[src/hw/rtl/sfp_pkg.sv]
// Shared types and constants of the sensor frame parser.
package sfp_pkg;

    localparam logic [7:0] HDR_BYTE0 = 8'hFF;
    localparam logic [7:0] HDR_BYTE1 = 8'h04;
    localparam logic [7:0] HDR_BYTE2 = 8'h03;

    localparam int unsigned POS_W = 4;

    // Byte positions within one nine-byte frame.
    localparam logic [POS_W-1:0] POS_HDR0     = 4'd0;
    localparam logic [POS_W-1:0] POS_HDR1     = 4'd1;
    localparam logic [POS_W-1:0] POS_HDR2     = 4'd2;
    localparam logic [POS_W-1:0] POS_DATA0    = 4'd3;
    localparam logic [POS_W-1:0] POS_PAYLOAD0 = 4'd4;
    localparam logic [POS_W-1:0] POS_CHECKSUM = 4'd8;

    typedef struct packed {
        logic [15:0] concentration;
        logic [15:0] full_scale;
        logic        checksum_ok;
        logic [15:0] good_frames;
    } sfp_result_t;

endpackage

[src/hw/rtl/sfp_parse.sv]
// Input byte register, frame position tracking, checksum and good-frame counter.
module sfp_parse (
    input  logic                clk,
    input  logic                rst_n,
    input  logic                in_valid,
    output logic                in_stall,
    input  logic [7:0]          rx_byte,
    input  logic                slot_free,
    output logic                res_valid,
    output sfp_pkg::sfp_result_t res
);
    import sfp_pkg::*;

    logic             byte_valid_reg;
    logic [7:0]       byte_reg;
    logic [POS_W-1:0] pos_reg;
    logic [POS_W-1:0] pos_next;
    logic [7:0]       sum_reg;
    logic [7:0]       sum_next;
    logic [7:0]       payload_reg [4];
    logic [15:0]      count_reg;
    logic [15:0]      count_next;
    logic [POS_W-1:0] pos_eff;
    logic             res_event;
    logic             advance;
    logic             sum_match;

    // A position above the checksum byte cannot arise; it is handled as a header start.
    assign pos_eff   = (pos_reg > POS_CHECKSUM) ? POS_HDR0 : pos_reg;
    assign res_event = byte_valid_reg && (pos_eff == POS_CHECKSUM);
    assign advance   = byte_valid_reg && (!res_event || slot_free);
    assign in_stall  = byte_valid_reg && !advance;
    assign sum_match = (8'(8'd0 - sum_reg) == byte_reg);

    always_ff @(posedge clk or negedge rst_n)
    begin
        if (!rst_n)
        begin
            byte_valid_reg <= 1'b0;
        end
        else if (!in_stall)
        begin
            byte_valid_reg <= in_valid;
        end
    end

    always_ff @(posedge clk)
    begin
        if (in_valid && !in_stall)
        begin
            byte_reg <= rx_byte;
        end
    end

    always_comb
    begin
        pos_next   = pos_reg;
        sum_next   = sum_reg;
        count_next = count_reg;
        unique case (pos_eff)
            POS_HDR0:
            begin
                sum_next = 8'd0;
                pos_next = (byte_reg == HDR_BYTE0) ? POS_HDR1 : POS_HDR0;
            end
            POS_HDR1:
            begin
                sum_next = byte_reg;
                pos_next = (byte_reg == HDR_BYTE1) ? POS_HDR2 : POS_HDR0;
            end
            POS_HDR2:
            begin
                sum_next = sum_reg + byte_reg;
                pos_next = (byte_reg == HDR_BYTE2) ? POS_DATA0 : POS_HDR0;
            end
            POS_CHECKSUM:
            begin
                sum_next = 8'd0;
                pos_next = POS_HDR0;
                if (sum_match)
                begin
                    count_next = count_reg + 16'd1;
                end
            end
            default:
            begin
                sum_next = sum_reg + byte_reg;
                pos_next = pos_eff + 4'd1;
            end
        endcase
    end

    always_ff @(posedge clk or negedge rst_n)
    begin
        if (!rst_n)
        begin
            pos_reg   <= POS_HDR0;
            sum_reg   <= 8'd0;
            count_reg <= 16'd0;
        end
        else if (advance)
        begin
            pos_reg   <= pos_next;
            sum_reg   <= sum_next;
            count_reg <= count_next;
        end
    end

    // Frame bytes 4 to 7 land in entries 0 to 3, picked by the low position bits.
    always_ff @(posedge clk)
    begin
        if (advance && (pos_eff >= POS_PAYLOAD0) && (pos_eff < POS_CHECKSUM))
        begin
            payload_reg[pos_eff[1:0]] <= byte_reg;
        end
    end

    assign res_valid = res_event && advance;

    always_comb
    begin
        res.checksum_ok   = sum_match;
        res.good_frames   = count_next;
        res.concentration = sum_match ? {payload_reg[0], payload_reg[1]} : 16'd0;
        res.full_scale    = sum_match ? {payload_reg[2], payload_reg[3]} : 16'd0;
    end

endmodule

[src/hw/rtl/sfp_out_stage.sv]
// Result register that holds one frame result until the consumer takes it.
module sfp_out_stage (
    input  logic                clk,
    input  logic                rst_n,
    input  logic                res_valid,
    input  sfp_pkg::sfp_result_t res,
    output logic                slot_free,
    output logic                out_valid,
    input  logic                out_stall,
    output sfp_pkg::sfp_result_t out_res
);
    import sfp_pkg::*;

    logic        valid_reg;
    sfp_result_t data_reg;

    assign slot_free = !valid_reg || !out_stall;

    always_ff @(posedge clk or negedge rst_n)
    begin
        if (!rst_n)
        begin
            valid_reg <= 1'b0;
        end
        else if (res_valid)
        begin
            valid_reg <= 1'b1;
        end
        else if (!out_stall)
        begin
            valid_reg <= 1'b0;
        end
    end

    always_ff @(posedge clk)
    begin
        if (res_valid)
        begin
            data_reg <= res;
        end
    end

    assign out_valid = valid_reg;
    assign out_res   = data_reg;

endmodule

[src/hw/rtl/sensor_frame_parser_core.sv]
// Top level of the nine-byte sensor frame parser.
//
//   channel  direction  handshake             fields
//   in       input      in_valid / in_stall   rx_byte
//   out      output     out_valid / out_stall concentration, full_scale, checksum_ok,
//                                             good_frames
//
// One byte is accepted per cycle while in_stall is low; a byte is parsed in the cycle after
// its beat, from the input byte register, and the result of a checksum byte is then held in
// the result register, which drives the out channel.
// Reset clears position, running sum, good-frame count and both valid flags.
// in_stall rises only when a checksum byte waits while the result register is full
// and stalled; other bytes keep flowing during an output stall.
module sensor_frame_parser_core (
    input  logic        clk,
    input  logic        rst_n,
    input  logic        in_valid,
    output logic        in_stall,
    input  logic [7:0]  rx_byte,
    output logic        out_valid,
    input  logic        out_stall,
    output logic [15:0] concentration,
    output logic [15:0] full_scale,
    output logic        checksum_ok,
    output logic [15:0] good_frames
);
    import sfp_pkg::*;

    logic        slot_free;
    logic        res_valid;
    sfp_result_t res;
    sfp_result_t out_res;

    sfp_parse u_parse (
        .clk       (clk),
        .rst_n     (rst_n),
        .in_valid  (in_valid),
        .in_stall  (in_stall),
        .rx_byte   (rx_byte),
        .slot_free (slot_free),
        .res_valid (res_valid),
        .res       (res)
    );

    sfp_out_stage u_out (
        .clk       (clk),
        .rst_n     (rst_n),
        .res_valid (res_valid),
        .res       (res),
        .slot_free (slot_free),
        .out_valid (out_valid),
        .out_stall (out_stall),
        .out_res   (out_res)
    );

    assign concentration = out_res.concentration;
    assign full_scale    = out_res.full_scale;
    assign checksum_ok   = out_res.checksum_ok;
    assign good_frames   = out_res.good_frames;

endmodule

[config.mk]
export PLATFORM = sky130hd
export DESIGN_NAME = sensor_frame_parser_core
export DESIGN_NICKNAME = d
export VERILOG_FILES = /design/src/hw/rtl/sfp_pkg.sv /design/src/hw/rtl/sfp_parse.sv /design/src/hw/rtl/sfp_out_stage.sv /design/src/hw/rtl/sensor_frame_parser_core.sv
export SDC_FILE = /design/constraint.sdc
export NUM_CORES = 1
export LEC_CHECK = 0
export ABC_CLOCK_PERIOD_IN_PS = 4500
export BUFFER_PORTS_ARGS = -buffer_cell sky130_fd_sc_hd__buf_2
export CAP_MARGIN = 10
export CORE_MARGIN = 1.5
export CORE_UTILIZATION = 52
export CTS_CLUSTER_DIAMETER = 150
export DETAILED_ROUTE_END_ITERATION = 12
export PLACE_DENSITY = 0.75
export SLEW_MARGIN = 20
export SYNTH_ARGS = -nofsm -noshare
export SYNTH_HDL_FRONTEND = slang
export SYNTH_SLANG_ARGS = --single-unit
[constraint.sdc]
create_clock -name clk -period 4.5 [get_ports clk]
set_clock_uncertainty 0.1 [all_clocks]
set_input_delay 0.675 -clock clk [delete_from_list [all_inputs] [get_ports clk]]
set_output_delay 0.675 -clock clk [all_outputs]
set_load 0.005 [all_outputs]
==> results.md <==
* Root Driver: clkbuf_8
* Std cell rows at 37
* Initial core utilization at 53.1%
* Number of flip-flops in the largest register at 49
* Post-CTS Hold Buffers at 0
* CTS clock-pin slew for the worst setup and hold paths at 0.06 ns
* CTS H-tree lvls at 4
* Routed WL at 10400 um
* Register area share after synthesis at 63.0%
* DRT Pass-1 Iters at 5
* CP arrival at 3.19 ns
* NetSw at 0.00104 W
* P per Cell Area at 526 nW/um2
* Post-synth EDFFs at 89
* Kind of end point of the critical path: flip-flop
* CP Class: flip-flop to flip-flop
* CP Launch Type: flip-flop
* Die ar. at 11100 um2
* Drt drc at 0
* Global route overflow at 0
* Hold Path Class: input port to asynchronous set/reset pin
* Logic gate share of total power at 22.7%
* Wire length on met2 at 5130 um
* P_leak at 2.73 nW
* Vias in the first global route at 3463
* Hold WS at 0.115 ns
* Total CTS buffers at 17
* Gate Count Post-Synth at 426
* I/O pins at 63
* Rel. slew slack at 47.4%
* Routed Antenna Nets at 0
* Vias/cell at 5.53
* Fmax at 330 MHz
* Routed WL per cell at 16.2 um
* Die Wd at 105 um
* CP Launch Point: u_parse.sum_reg[1]$_DFFE_PN0N_
* Total Nets Final at 517
* Sw frac at 30.8%
* Post-Syn Area at 5430 um2
* Drt initial violations at 234
* Max-Cap Viols at 0
* Asr flop ratio synth at 25.2%
* Vias at 3538
* DR top layer: met4
* Worst path required time at 4.67 ns
* Largest net degree at the start of global routing at 50
* Slowest cell on crit path: or4b_1
* DP HPWL at 6830 um
* R2r startpoint: u_parse.sum_reg[1]$_DFFE_PN0N_
* Crit-path cells: inv_1 > ha_1 > or4b_1 > o21ai_1 > and3_2 > buf_4 > nand3_1 > xnor2_1
* Clock tree buffer depth at 2
* Number of setup buffers added after CTS at 0
* Core Footprint at 10200 um2
* Clock sink total at 119
* Crit Path Max Fanout at 37
* Post_cts resized at 0
* Sequential share of power at 40.4%
* Avg Cell Area, Syn at 12.7 um2
* First-pass GRT wire length at 16900 um
* Antenna cells at 0
* Placer Congestion at 0.896
* M1 WL at 4570 um
* Initial antenna violation count at 0
* Worst skew pair latency at 0.52 ns
* RSZ-0062 raised after global routing: false
* Peak supply drop at 324 uV
* Syn nets at 452
* Setup violators final at 0
* I/O Buffers at 62
* Die height at 105 um
* CTS tree: yes
* Status: finished clean
* Worst-Margin Slew at 0.787 ns
* Crit path largest cell delay at 0.48 ns
* Final Hold Vio Count at 0
* Gr usage total at 20.2%
* Clk network pwr share at 36.8%
* P_int at 0.00234 W
* Slew Limit Fails at 0
* Fin Setup TNS at 0 ns
* Top FF cell, synth: edfxtp_1
* #FFs+latches synth at 119
* Part of the cycle the worst path needs at 67.3%
* Area growth from synthesis to layout at 18.2%
* Library cells used by synthesis at 57
* Layout cells sized above 1 at 21.6%
* Crit path time final at 3.03 ns
* DR WL met3 at 481 um
* Synthesis Warnings at 0
[synthesized netlist by cell type, types with 6 or more instances]
cell	n	share of area [%]
edfxtp_1	89	49
xor2_1	8	1.3
nand4_1	17	2.0
inv_1	15	1.0
and3_1	43	5.0
nor3_1	11	1.0
o21ai_0	9	0.83
buf_2	6	0.55
nand2_1	21	1.5
ha_1	13	3.0
dfrtp_1	30	14
nor2_1	22	1.5
clkbuf_1	12	0.83
a21oi_1	8	0.74
xnor2_1	35	5.6
nand3_1	27	2.5
[area by class of cell]
cell class | instances | area [um2]
flip-flops and latches | 119 | 3420
well taps | 136 | 170
inverters | 15 | 56.3
clock buffers | 18 | 418
clock inverters | 14 | 134
fillers | 756 | 3810
multi-input cells | 272 | 1880
repair buffers | 66 | 340
[layout by cell type, fill, tap and decap left out, drive strengths merged, types with 3 or more instances in the layout]
cell type / netlist / routed
and3: 43 / 43
and2: 4 / 4
nor2: 23 / 23
nand3: 28 / 28
buf: 8 / 66
or2: 3 / 3
edfxtp: 89 / 89
nand4: 18 / 18
ha: 13 / 13
xor2: 8 / 8
nand2: 21 / 21
clkinv: 0 / 8
a221oi: 5 / 5
clkbuf: 12 / 18
a21oi: 8 / 8
clkinvlp: 0 / 3
o21a: 3 / 3
dfrtp: 30 / 30
nor4b: 4 / 4
o21ai: 10 / 10
inv: 15 / 16
xnor2: 35 / 35
nor3: 12 / 12
[kinds of logic (layout without fill, tap and decap cells)]
family | after synthesis | count (layout) | synth area share (%)
xor+xnor | 43 | 43 | 6.94
fa+ha+maj | 14 | 14 | 3.36
buf+inv | 35 | 113 | 2.70
mux | 3 | 3 | 0.599
compound gates | 42 | 42 | 5.44
simple gates | 170 | 170 | 17.9
flops | 119 | 119 | 63.0
[metrics by stage]
stage          instance area [um2]  setup slack, ns  total power [W]  util [%]  std cells
6_report                      6420             1.47          0.00337      62.7        640
3_5_place_dp                  5870             1.47          0.00214      57.4        608
4_1_cts                       6420             1.46          0.00339      62.7        640
2_1_floorplan                 5430             1.09          0.00197         -        426
3_3_place_gp                  5870             1.66          0.00210      57.4        608
5_1_grt                       6420             1.27          0.00355      62.7        640
[worst paths after layout]
path | endpoint | cells past startpoint | slack [ns]
worst min-delay path | u_parse.sum_reg[6]$_DFFE_PN0N_ | 1 | 0.12
max in group asynchronous | u_parse.count_reg[10]$_DFFE_PN0N_ | 1 | 3.72
worst min register to register | u_parse.count_reg[15]$_DFFE_PN0N_ | 1 | 0.40
worst max-delay path | u_out.out_res[11]$_DFFE_PP_ | 8 | 1.47
worst max register to register | u_out.out_res[11]$_DFFE_PP_ | 8 | 1.47
min in group clk | u_parse.byte_reg[3]$_DFFE_PP_ | 1 | 0.23
[power groups by stage]
| stage | combinational (W) | clock (W) | sequential, W |
|---|---|---|---|
| global placement | 0.000725 | 0 | 0.00138 |
| CTS | 0.000765 | 0.00126 | 0.00136 |
| floorplan | 0.000625 | 0 | 0.00134 |
| detailed placement | 0.000758 | 0 | 0.00138 |
| finish | 0.000768 | 0.00124 | 0.00136 |
| global route | 0.000863 | 0.00131 | 0.00137 |
[critical path: cells and delay by family, from the launching register on]
family	cells	cell delay (ns)
xor gates and xnor gates	1	0.15
DFF	1	0.43
buffers and inverters	2	0.55
and+or+nand+nor	3	1.12
adders and majority gates	1	0.30
AOI/OAI and AO/OA	1	0.12
[per-layer routing]
metal	track usage, %	vias up
met1	25.5	1699
met4	9.98	0
met2	31.7	109
met5	0	-
li1	-	1715
met3	5.93	15
(Power assumes the default switching activity.)
